[src/sv/ctc_pkg.sv]
package ctc_pkg;

   localparam logic KIND_TICK = 1'b0;
   localparam logic KIND_LOAD = 1'b1;

   localparam logic [6:0] SECS_PER_MIN  = 7'd60;
   localparam logic [6:0] MINS_PER_HOUR = 7'd60;
   localparam logic [5:0] HOURS_PER_DAY = 6'd24;

   localparam logic [3:0] MONTH_JAN = 4'd1;
   localparam logic [3:0] MONTH_FEB = 4'd2;
   localparam logic [3:0] MONTH_AUG = 4'd8;
   localparam logic [3:0] MONTH_DEC = 4'd12;

   localparam logic [4:0] DAYS_31      = 5'd31;
   localparam logic [4:0] DAYS_30      = 5'd30;
   localparam logic [4:0] DAYS_29      = 5'd29;
   localparam logic [4:0] DAYS_28      = 5'd28;
   localparam logic [4:0] FIRST_DAY    = 5'd1;

   // divisibility by 25: y * inverse(25) mod 2^16 lands at or below (2^16-1)/25
   localparam logic [15:0] INV25       = 16'd23593;
   localparam logic [15:0] DIV25_LIMIT = 16'd2621;

   typedef struct packed {
      logic [4:0] hour;
      logic [5:0] minute;
      logic [5:0] second;
   } hms_type;

   typedef struct packed {
      logic [15:0] year;
      logic [3:0]  month;
      logic [4:0]  day;
   } date_type;

   typedef struct packed {
      date_type date;
      hms_type  hms;
   } time_type;

   localparam time_type RESET_TIME = '{
      date: '{year: 16'd2012, month: 4'd1, day: 5'd1},
      hms:  '{hour: 5'd1, minute: 6'd0, second: 6'd5}
   };

endpackage

[src/sv/calendar_time_counter.sv]
// Calendar clock: keeps second, minute, hour, day, month and year. A tick beat
// (req_tuser = 0) adds add_seconds with carry up through the Gregorian
// calendar; a load beat (req_tuser = 1) overwrites every field. Each beat
// returns one result beat with the time after it, plus a flag on rsp_tuser
// when a tick rolled into a new day. One beat is taken per clock while no
// held result stalls; the input register feeds the seconds to hours carry
// chain, the day/month step and the leap-year multiply into the state register.
module calendar_time_counter (
   input  logic        clock,
   input  logic        reset,
   input  logic        req_tvalid,
   output logic        req_tready,
   // add_seconds[5:0], load_second[11:6], load_minute[17:12], load_hour[22:18],
   // load_day[27:23], load_month[31:28], load_year[47:32]
   input  logic [47:0] req_tdata,
   // kind[0]
   input  logic [0:0]  req_tuser,
   output logic        rsp_tvalid,
   input  logic        rsp_tready,
   // second_now[5:0], minute_now[11:6], hour_now[16:12], day_now[21:17],
   // month_now[25:22], year_now[41:26], zero[47:42]
   output logic [47:0] rsp_tdata,
   // day_advanced[0]
   output logic [0:0]  rsp_tuser
);

   logic              in_valid_ff, in_valid_in;
   logic              in_kind_ff;
   logic [47:0]       in_data_ff;
   logic              out_valid_ff, out_valid_in;
   logic              day_adv_ff, day_adv_in;
   ctc_pkg::time_type state_ff, state_in;

   logic              advance;
   logic              take;
   logic [5:0]        add_seconds;
   ctc_pkg::time_type load_time;
   ctc_pkg::hms_type  hms_nxt;
   ctc_pkg::date_type date_nxt;
   logic              day_carry;

   assign advance    = !out_valid_ff || rsp_tready;
   assign req_tready = !in_valid_ff || advance;
   assign take       = req_tvalid && req_tready;

   assign add_seconds           = in_data_ff[5:0];
   assign load_time.hms.second  = in_data_ff[11:6];
   assign load_time.hms.minute  = in_data_ff[17:12];
   assign load_time.hms.hour    = in_data_ff[22:18];
   assign load_time.date.day    = in_data_ff[27:23];
   assign load_time.date.month  = in_data_ff[31:28];
   assign load_time.date.year   = in_data_ff[47:32];

   ctc_time_carry u_time_carry (
      .cur         (state_ff.hms),
      .add_seconds (add_seconds),
      .nxt         (hms_nxt),
      .day_carry   (day_carry)
   );

   ctc_date_step u_date_step (
      .cur  (state_ff.date),
      .step (day_carry),
      .nxt  (date_nxt)
   );

   always_comb begin
      in_valid_in  = req_tready ? req_tvalid : in_valid_ff;
      out_valid_in = advance ? in_valid_ff : out_valid_ff;
      state_in     = state_ff;
      day_adv_in   = day_adv_ff;
      if (advance && in_valid_ff) begin
         if (in_kind_ff == ctc_pkg::KIND_LOAD) begin
            state_in   = load_time;
            day_adv_in = 1'b0;
         end else begin
            state_in   = '{date: date_nxt, hms: hms_nxt};
            day_adv_in = day_carry;
         end
      end
   end

   always_ff @(posedge clock) begin
      if (reset) begin
         in_valid_ff  <= 1'b0;
         out_valid_ff <= 1'b0;
         state_ff     <= ctc_pkg::RESET_TIME;
      end else begin
         in_valid_ff  <= in_valid_in;
         out_valid_ff <= out_valid_in;
         state_ff     <= state_in;
      end
   end

   always_ff @(posedge clock) begin
      if (take) begin
         in_kind_ff <= req_tuser[0];
         in_data_ff <= req_tdata;
      end
      day_adv_ff <= day_adv_in;
   end

   // result payload is the live state: it moves only when the output may advance
   assign rsp_tvalid = out_valid_ff;
   assign rsp_tdata  = {6'd0, state_ff.date.year, state_ff.date.month, state_ff.date.day,
                        state_ff.hms.hour, state_ff.hms.minute, state_ff.hms.second};
   assign rsp_tuser  = day_adv_ff;

   a_reset_time: assert property (@(posedge clock)
      reset |=> (state_ff == ctc_pkg::RESET_TIME) && !rsp_tvalid && !in_valid_ff)
      else $error("state not at reset time after reset");

   a_load_copies: assert property (@(posedge clock) disable iff (reset)
      (advance && in_valid_ff && in_kind_ff == ctc_pkg::KIND_LOAD)
      |=> (state_ff == $past(load_time)) && !day_adv_ff)
      else $error("load beat did not copy fields");

   a_day_wrap_small: assert property (@(posedge clock) disable iff (reset)
      (rsp_tvalid && rsp_tuser[0])
      |-> (state_ff.hms.hour < 5'd9) && (state_ff.hms.minute < 6'd6))
      else $error("day advance with implausible hour or minute");

   a_day_adv_tick_only: assert property (@(posedge clock) disable iff (reset)
      (advance && in_valid_ff) |=> (day_adv_ff == ($past(in_kind_ff) == ctc_pkg::KIND_TICK
                                                  && $past(day_carry))))
      else $error("day advance flag mismatch");

   a_state_holds: assert property (@(posedge clock) disable iff (reset)
      !(advance && in_valid_ff) |=> $stable(state_ff))
      else $error("state changed without a beat");

endmodule

[src/sv/ctc_time_carry.sv]
module ctc_time_carry (
   input  ctc_pkg::hms_type cur,
   input  logic [5:0]       add_seconds,
   output ctc_pkg::hms_type nxt,
   output logic             day_carry
);

   logic [6:0] sec_sum;
   logic [1:0] min_inc;
   logic [6:0] sec_left;
   logic [6:0] min_sum;
   logic       hour_carry;
   logic [6:0] min_left;
   logic [5:0] hour_sum;
   logic [5:0] hour_left;

   always_comb begin
      sec_sum = {1'b0, cur.second} + {1'b0, add_seconds};
      if (sec_sum >= 7'(2 * ctc_pkg::SECS_PER_MIN)) begin
         min_inc  = 2'd2;
         sec_left = sec_sum - 7'(2 * ctc_pkg::SECS_PER_MIN);
      end else if (sec_sum >= ctc_pkg::SECS_PER_MIN) begin
         min_inc  = 2'd1;
         sec_left = sec_sum - ctc_pkg::SECS_PER_MIN;
      end else begin
         min_inc  = 2'd0;
         sec_left = sec_sum;
      end

      // a loaded minute of 60..63 stays put until a carry arrives from below
      min_sum    = {1'b0, cur.minute} + {5'd0, min_inc};
      hour_carry = (min_inc != 2'd0) && (min_sum >= ctc_pkg::MINS_PER_HOUR);
      min_left   = hour_carry ? (min_sum - ctc_pkg::MINS_PER_HOUR) : min_sum;

      hour_sum   = {1'b0, cur.hour} + {5'd0, hour_carry};
      day_carry  = hour_carry && (hour_sum >= ctc_pkg::HOURS_PER_DAY);
      hour_left  = day_carry ? (hour_sum - ctc_pkg::HOURS_PER_DAY) : hour_sum;

      nxt.second = sec_left[5:0];
      nxt.minute = min_left[5:0];
      nxt.hour   = hour_left[4:0];
   end

endmodule

[src/sv/ctc_date_step.sv]
module ctc_date_step (
   input  ctc_pkg::date_type cur,
   input  logic              step,
   output ctc_pkg::date_type nxt
);

   logic [15:0] year_scaled;
   logic        div4;
   logic        div16;
   logic        div25;
   logic        leap;
   logic [4:0]  month_len;

   assign year_scaled = cur.year * ctc_pkg::INV25;

   always_comb begin
      div4  = (cur.year[1:0] == 2'd0);
      div16 = (cur.year[3:0] == 4'd0);
      div25 = (year_scaled <= ctc_pkg::DIV25_LIMIT);
      // century years leap only when also divisible by 400, i.e. by 16 as well
      leap  = div4 && (!div25 || div16);

      if (cur.month == ctc_pkg::MONTH_FEB) begin
         month_len = leap ? ctc_pkg::DAYS_29 : ctc_pkg::DAYS_28;
      end else if (cur.month < ctc_pkg::MONTH_AUG) begin
         month_len = cur.month[0] ? ctc_pkg::DAYS_31 : ctc_pkg::DAYS_30;
      end else begin
         month_len = cur.month[0] ? ctc_pkg::DAYS_30 : ctc_pkg::DAYS_31;
      end

      nxt = cur;
      if (step) begin
         if (cur.day < month_len) begin
            nxt.day = cur.day + 5'd1;
         end else begin
            nxt.day = ctc_pkg::FIRST_DAY;
            if (cur.month < ctc_pkg::MONTH_DEC) begin
               nxt.month = cur.month + 4'd1;
            end else begin
               nxt.month = ctc_pkg::MONTH_JAN;
               nxt.year  = cur.year + 16'd1;
            end
         end
      end
   end

endmodule
[config.mk]
export PLATFORM = sky130hd
export DESIGN_NAME = calendar_time_counter
export DESIGN_NICKNAME = d
export VERILOG_FILES = /design/src/sv/ctc_pkg.sv /design/src/sv/calendar_time_counter.sv /design/src/sv/ctc_time_carry.sv /design/src/sv/ctc_date_step.sv
export SDC_FILE = /design/constraint.sdc
export NUM_CORES = 1
export LEC_CHECK = 0
export ABC_AREA = 1
export BUFFER_PORTS_ARGS = -buffer_cell sky130_fd_sc_hd__buf_2
export CORE_ASPECT_RATIO = 0.8
export CORE_UTILIZATION = 40
export DETAILED_ROUTE_END_ITERATION = 8
export GPL_ROUTABILITY_DRIVEN = 1
export REMOVE_ABC_BUFFERS = 1
export SYNTH_ARGS = -nofsm -noshare
export SYNTH_HDL_FRONTEND = slang
export SYNTH_HIERARCHICAL = 1
export SYNTH_SLANG_ARGS = --single-unit
[constraint.sdc]
create_clock -name clock -period 8.6 [get_ports clock]
set_clock_uncertainty 0.05 [all_clocks]
set_input_delay 0.43 -clock clock [delete_from_list [all_inputs] [get_ports clock]]
set_output_delay 0.43 -clock clock [all_outputs]
set_load 0.005 [all_outputs]
==> summary by stage, run 1 <==
Timing
The worst pin sits at a relative slew slack of 38.1%. The setup total negative slack is 0 ns. The final count of pins violating max slew came to 0. The final count of hold timing violations is 0. The maximum clock frequency is 131 MHz. The total of endpoints with negative setup slack in the final report is 0. The final critical delay including setup and external delays is 7.61 ns.

Setup repair after global routing left no endpoint under its margin. Of the available clock period, the critical path in the final layout requires 88.5%. The slew at the pin with the worst max-slew slack is 0.928 ns.

Power
The net switching power is 0.679 mW. The clock network fraction of total power is 23.3%. The maximum vdd drop is 0.000109 V. The power per cell area is 201 nW/um^2. The share of total power dissipated in sequential elements is 31.0%. Net switching is 39.0% of the power. The internal portion of the total power is 1.06 mW. Combinational logic is responsible for 45.7% of the overall power. The analysis attributes to cell leakage a power of 4.63 nW.

Yosys
Among all flip-flop cells after synthesis, the most frequent one is edfxtp_1. The distinct cell type count after synthesis is 42. Synthesis produced a netlist whose cell count is 1069. The post-synthesis area per instance is 7.25 um^2. Counting flops with a built-in enable in the synthesized netlist gives 50.

The fraction of post-synthesis cell area in the top cell type by area is 19.4%. The cell area after synthesis is 7750 um^2. For this run, the number of Yosys warnings is 6. The sequential element share of the synthesized area is 30.7%.

The share of flip-flops with an asynchronous set or reset is 0%. After synthesis, the cell types taking the most area are edfxtp_1 19%, nand2_1 16%, ha_1 13%, dfxtp_1 11%, inv_1 8.9%. The cell type with the largest total area after synthesis is edfxtp_1. The number of storage elements in the synthesis netlist is 94.

Place
The wire-length estimate of the detail-placed layout is 12800 um. The number of port buffers is 97. Routability-driven placement finished with a final weighted congestion of 0.842. Including well taps, the total number of placed cells is 1398.

Detailed routing
The number of design rule violations left after detail routing is 0. After detailed routing, the total wire length is 17900 um. The number of DRC markers after the initial detailed-route iteration is 456. The count of nets left with antenna violations once routing finished came out at 0. The total via count after detailed routing is 6465. The detailed-routing iteration count for the pre-antenna-repair pass is 7. The routed wirelength normalized by instance count is 12.6 um. The via count normalized by instance count is 4.57.

GRT
The number of antenna violations at the first check in global routing is 0. Global routing consumed, over all layers together, 18.7% of the routing resources. The met2 usage is 26.6%. The number of global-route vias before repair was 5889. For this run the aggregate overflow at the end of global routing stands at 0. The maximum number of pins on one net before global-route repair is 86. The global-route track usage on met3 is 3.07%. The global-route wire length before repair is 29700 um. The most utilized layer in the global route result is met1.

In the global route stage, met1 resource usage came out at 29.5%.

Die
The floorplan step defined a die boundary enclosing 19900 um^2. The die width is 158 um. The total number of placement rows is 45. The core region is 19000 um^2. The initial standard-cell utilization of the core is 40.9%. 104 I/O pins were placed. The die boundary height is 127 um.

CTS
In this run, post-CTS hold repair placed 0 buffers. The clock reaches the later pin of the worst-skew pair after 0.34 ns. The clock-pin slew on the worst setup and hold paths is 0.07 ns.

The number of resized instances in the post-cts repair step is 0. The clock tree from TritonCTS is done. The clock buffer count from CTS is 9. The root buffer cell chosen for the clock tree is clkbuf_16. The post-CTS setup buffer count is 0.

The maximum level of the CTS H-tree is 3. The maximum count of clock buffers along a single path is 2. For this design, the sink count on the clock tree is 94.

Worst setup path
Data on the critical path arrives at its endpoint at 7.84 ns. The library cell contributing the largest single delay on the critical path is nor2_1. The worst setup path is of the reg -> reg kind. At the worst endpoint, the required time is 8.83 ns. The endpoint kind of the worst setup timing path is a register. Of all nets on the critical path, the largest fanout is 22.

For this run, the slowest stage of the critical path takes 0.51 ns. Among the stages of the critical path, the cell type that occurs most often is inv_1. STA classifies the critical path startpoint as a register.

Flow run
Max-cap violations in this run came to 0.

Layout
The most common library cell in the layout ignoring fill and taps is nand2_1. In the final layout, the share of cells above drive strength 1 is 14.1%. The area growth from synthesis to layout is 11.7%. The count of cells in the finished layout, fillers not included, comes to 1414. 0 antenna diodes ended up in the layout.

The number of nets in the layout is 1305. Leaving out fill and tap cells, the most frequent cells in the layout are 331 x nand2_1, 182 x inv_1, 97 x buf_2.

Min path
The tightest min-delay check is of the in -> reg type.

Status
The flow ran to the end, and the final reports show no timing, DRC or antenna violations.
==> flip-flops by register name, indices dropped and copies added (netlist names) <==
| register | count |
|---|---|
| in_kind_ff | 1 |
| in_valid_ff | 1 |
| rsp_tvalid | 1 |
| rsp_tuser | 1 |
| in_data_ff | 48 |
| rsp_tdata | 42 |
==> power by group through the flow <==
| stage | sequential, mW | combinational (mW) | clock (mW) |
|---|---|---|---|
| finish | 0.540 | 0.796 | 0.406 |
| global route | 0.545 | 0.951 | 0.440 |
| CTS | 0.541 | 0.803 | 0.419 |
| detailed placement | 0.551 | 0.800 | 0 |
| global placement | 0.550 | 0.790 | 0 |
| floorplan | 0.544 | 0.619 | 0 |
==> layer usage <==
metal  share of wire [%]  wire length (um)  up-vias
met5                   0                 0        -
li1                    -                 -     3475
met1                  55              9790     2839
met2                  40              7060      143
met3                 5.1               905        8
met4                0.54                96        0
==> critical path, delay by kind of cell (launching register included) <==
family	cells	cell delay (ns)
XOR/XNOR	2	0.48
AND/OR/NAND/NOR	26	3.30
AO/OA/AOI/OAI	1	0.13
adder cells (fa/ha/maj)	8	1.98
buffers and inverters	14	1.27
flip-flops	1	0.36
==> synthesized netlist by cell type, types with 11 or more instances <==
cell type	count
nand4_1	16
nand2_1	331
nor2_1	85
buf_4	17
inv_1	183
fa_1	20
nand2_2	18
nand3_1	61
dfxtp_1	44
o21ai_0	48
ha_1	81
edfxtp_1	50
xor2_1	18
a21oi_1	11
==> path summary, 6_finish.rpt <==
kind,depth (start not counted),to,from,slack [ns]
hold / removal,1,in_data_ff[7],req_tdata[7],0.21
setup / recovery,51,rsp_tdata[37],rsp_tdata[0],0.99
setup reg to reg,51,rsp_tdata[37],rsp_tdata[0],0.99
hold reg to reg,2,rsp_tvalid,in_valid_ff,0.44
==> area by class of cell <==
type                       instances  area, um^2
multi-input combinational        751        4410
tap                              258         323
clock inverter                     5        58.8
fill                            1956       10300
timing repair buffer             102         523
sequential                        94        2380
inverter                         193         727
clock buffer                      11         243
==> through the flow <==
step | hold WS [ns] | total power [mW] | instance area [um^2] | util, % | worst slack (ns)
final | 0.212 | 1.74 | 8660 | 45.7 | 0.989
after global routing | 0.190 | 1.94 | 8660 | 45.7 | 0.172
after CTS | 0.196 | 1.76 | 8660 | 45.7 | 1.00
after detailed placement | 0.444 | 1.35 | 8360 | 44.1 | 1.06
after global placement | 0.441 | 1.34 | 8360 | 44.1 | 1.36
after floorplan | 0.421 | 1.16 | 7520 | - | 1.73
==> logic make-up (layout without fill, tap and decap cells) <==
logic type	Yosys count	count (layout)	synth area share, %
simple gates	543	543	30.0
compound gates	73	73	5.05
other cells	1	6	0.0484
flops	94	94	30.7
fa+ha+maj	101	101	18.2
buf+inv	229	311	12.7
xor+xnor	28	28	3.26
(Power assumes the default switching activity.)
==> inputs of run 2 (changes only) <==
- SLEW_MARGIN: not set -> 40
- SYNTH_HIERARCHICAL: 1 -> not set
==> run 2 against run 1 <==
  * Sequential power down 4.8%
  * Hold slack worse by 0.0086 ns
  * Utilization is 2.2 points higher
  * Flip-flop and latch count unchanged
  * Via count shrank 16%
  * Cell count decreased by 20%
  * Power down 26%
  * Non-clock buffer count fell by 2
  * Critical path depth down 17
==> summary by stage, run 2 <==
Status
The flow ran to the end, and the final reports show no timing, DRC or antenna violations.

Detailed routing
The number of DRC markers after the initial detailed-route iteration is 311. The number of design rule violations left after detail routing is 0. The final wirelength is 15100 um. The via count normalized by instance count is 4.83. Dividing the detail-routed wire length by the instance count gives 13.4 um. Once detail routing completed, the nets flagged for antenna violations numbered 0. For this run, the detailed router's first-pass iteration total came to 5. The routed layout has 5435 vias.

Power
The maximum vdd drop is 0.0000945 V. The power per cell area is 167 nW/um^2. For this design the static power due to leakage is 3.98 nW.

Yosys
nand2_1 is the most common cell in the netlist. Of the synthesized area, sequential elements account for 35.5%. edfxtp_1 takes more of the synthesized area than any other cell.

By area the synthesized netlist is led by edfxtp_1 22%, ha_1 15%, dfxtp_1 13%, nand2_1 10%, inv_1 8.2%. The commonest cells after synthesis are 179 x nand2_1, 147 x inv_1, 81 x ha_1. The cell area after synthesis is 6710 um^2. The share of flip-flops with an asynchronous set or reset is 0%. The synthesized design contains 94 register bits. The distinct cell type count after synthesis is 41. The number of flops mapped to enable cells by yosys is 50. The most used flip-flop cell after synthesis is edfxtp_1. The number of instances in the synthesized netlist is 818. Dividing the synthesized area by the synthesized cell count gives 8.20 um^2. The fraction of post-synthesis cell area in the top cell type by area is 22.4%. Yosys printed 0 warnings.

Worst setup path
The library cell contributing the largest single delay on the critical path is a21oi_4. The reg2reg setup slack is 1.80 ns. On the worst path, the slowest cell contributes a delay of 0.55 ns. The beginning of the worst register-to-register path is rsp_tdata[0]. The kind of start point of the critical path is a register. Along the worst path, the maximum fanout reaches 22.

The beginning of the critical path is rsp_tdata[0]. The number of cells traversed by the worst register-to-register path is 34. The worst setup path category is reg -> reg. The end of the worst register-to-register path is rsp_tdata[31].

STA puts the critical path data required time at 8.84 ns. The arrival time of the worst setup path is 7.03 ns. The endpoint kind of the worst setup timing path is a register. Counting stages on the worst path, the most repeated cell is nand2_1.

CTS
No sink is reached through more buffers than the 2 on the longest clock path. The post-CTS setup buffer count is 0. CTS saw 94 sinks. The clock insertion delay at the later pin of the skew report is 0.35 ns. After clock tree synthesis, the repair step resized 0 gates. Clock-pin slew was measured on the worst setup and hold paths at 0.07 ns. The clock buffer count from CTS is 9. The number of hold-repair buffers added at the cts stage is 0. TritonCTS built the clock tree. The maximum level of the CTS H-tree is 3.

CTS placed an instance of clkbuf_16 at the clock tree root.

GRT
The first global-routing pass estimated 25200 um of wire. The number of antenna violations at the first check in global routing is 0. The total congestion overflow after global routing is 0. The number of global-route vias before repair is 5069.

Entering global routing, the biggest net connects 50 pins. The total routing resource utilization after global routing is 18.3%.

Min path
The launch point of the worst hold path is req_tdata[34]. The worst hold path belongs to the class in -> reg. Counting instances, the worst hold path has a depth of 1.

The worst-case hold path end point is in_data_ff[34].

Timing
The final setup slack of the worst path is 1.80 ns. Measured against its own limit, the worst slew margin works out to 56.7%. Setup repair after global routing left no endpoint under its margin. The worst path needs 6.80 ns of the cycle, external delays included. The maximum clock frequency is 147 MHz. The final count of hold timing violations is 0.

The final count of pins violating max slew is 0. The slew at the pin with the worst max-slew slack is 0.650 ns. The total of endpoints with negative setup slack in the final report is 0. For the final routed database, the setup TNS stands at 0 ns. Dividing the final minimum period by the clock period gives 79.0%.

Layout
The number of nets in the layout is 1060. The number of antenna diodes in the final layout is 0. In the final layout, the share of cells above drive strength 1 is 14.3%.

Leaving out fill and tap cells, the most frequent cell in the layout is nand2_1. The top cell types in the final layout, fill and taps aside, are 179 x nand2_1, 145 x inv_1, 97 x buf_2. The number of flip-flops in the largest register is 48. More flip-flops sit in one register than any other, and that register is in_data_ff. Counting the fill cells in the layout gives 1592. Relative to the synthesized area, the layout overhead comes to 14.5%.

Place
Input and output buffers added on the ports amount to 97. The weighted congestion reported at the end of routability-driven placement is 0.837. Before CTS, the worst setup slack after placement is 1.90 ns. The post-detailed-placement half-perimeter wirelength is 11400 um.

Die
After floorplanning, the core was sized to cover 16100 um^2. The initial utilization of the core area, before any placement, comes to 41.8%. The die is 147 um wide.

The die covers 17300 um^2. The total number of placement rows is 41. The die boundary height is 118 um. The I/O pin total is 104.

Flow run
The tool flagged a number of max-cap violations equal to 0.
## run 2: cell count changes after synthesis, sizes merged, moves of 8 or more
cell | before | now
a21oi | 13 | 44
o21ai | 54 | 42
nand2 | 354 | 180
clkbuf | 9 | 17
inv | 192 | 150
nor2 | 87 | 52
nand3 | 64 | 40
buf | 27 | 11
## run 2: metal layers
metal	share of wire (%)	track usage [%]	vias up
li1	-	-	2822
met1	52	27.2	2468
met2	42	26.7	133
met3	5.2	3.80	12
met4	1.1	4.23	0
met5	0	0	-
## run 2: critical path, delay by kind of cell, from the launching register on
kind	cells	cell delay, ns
adder cells (fa/ha/maj)	8	1.98
flip-flops	1	0.35
AO/OA/AOI/OAI	5	1.22
buffers and inverters	6	0.52
XOR/XNOR	3	0.70
AND/OR/NAND/NOR	12	1.86
## run 2: layout make-up
class,count,area (um^2),area share (%)
multi-input combinational,550,3630,47.3
clock buffer,10,229,2.98
tap,215,269,3.50
inverter,151,569,7.41
sequential,94,2380,31.0
clock inverter,6,92.6,1.21
timing repair buffer,100,508,6.61
## run 2: report_power, final
group          switching (mW)  internal, mW  total, mW  leakage, nW
Clock                   0.174         0.257      0.431        0.150
Combinational           0.206         0.133      0.339         2.98
Sequential             0.0169         0.497      0.514        0.847
## run 2: how the worst max path moves through the flow
stage	end	slack (ns)	cells past startpoint
floorplan	rsp_tdata[27]	2.77	33
global placement	rsp_tdata[27]	2.11	34
detailed placement	rsp_tdata[34]	1.90	33
CTS	rsp_tdata[34]	1.85	33
global route	rsp_tdata[27]	1.05	34
finish	rsp_tdata[31]	1.80	34
## run 2: metrics by stage
| stage | area, um^2 | hold WS (ns) | std cells | util, % | power (mW) |
|---|---|---|---|---|---|
| 2_1_floorplan | 6580 | 0.398 | 795 | - | 0.769 |
| 3_3_place_gp | 7360 | 0.422 | 1110 | 45.8 | 0.858 |
| 3_5_place_dp | 7360 | 0.426 | 1110 | 45.8 | 0.862 |
| 4_1_cts | 7680 | 0.192 | 1126 | 47.8 | 1.29 |
| 5_1_grt | 7680 | 0.192 | 1126 | 47.8 | 1.36 |
| 6_report | 7680 | 0.203 | 1126 | 47.8 | 1.28 |
## run 2: cell families after synthesis
kind of cell	share of synthesized area, %
other cells	0.0559
fa+ha+maj	21.1
compound gates	9.10
simple gates	19.5
flops	35.5
xor+xnor	3.80
mux	0.298
buf+inv	10.6
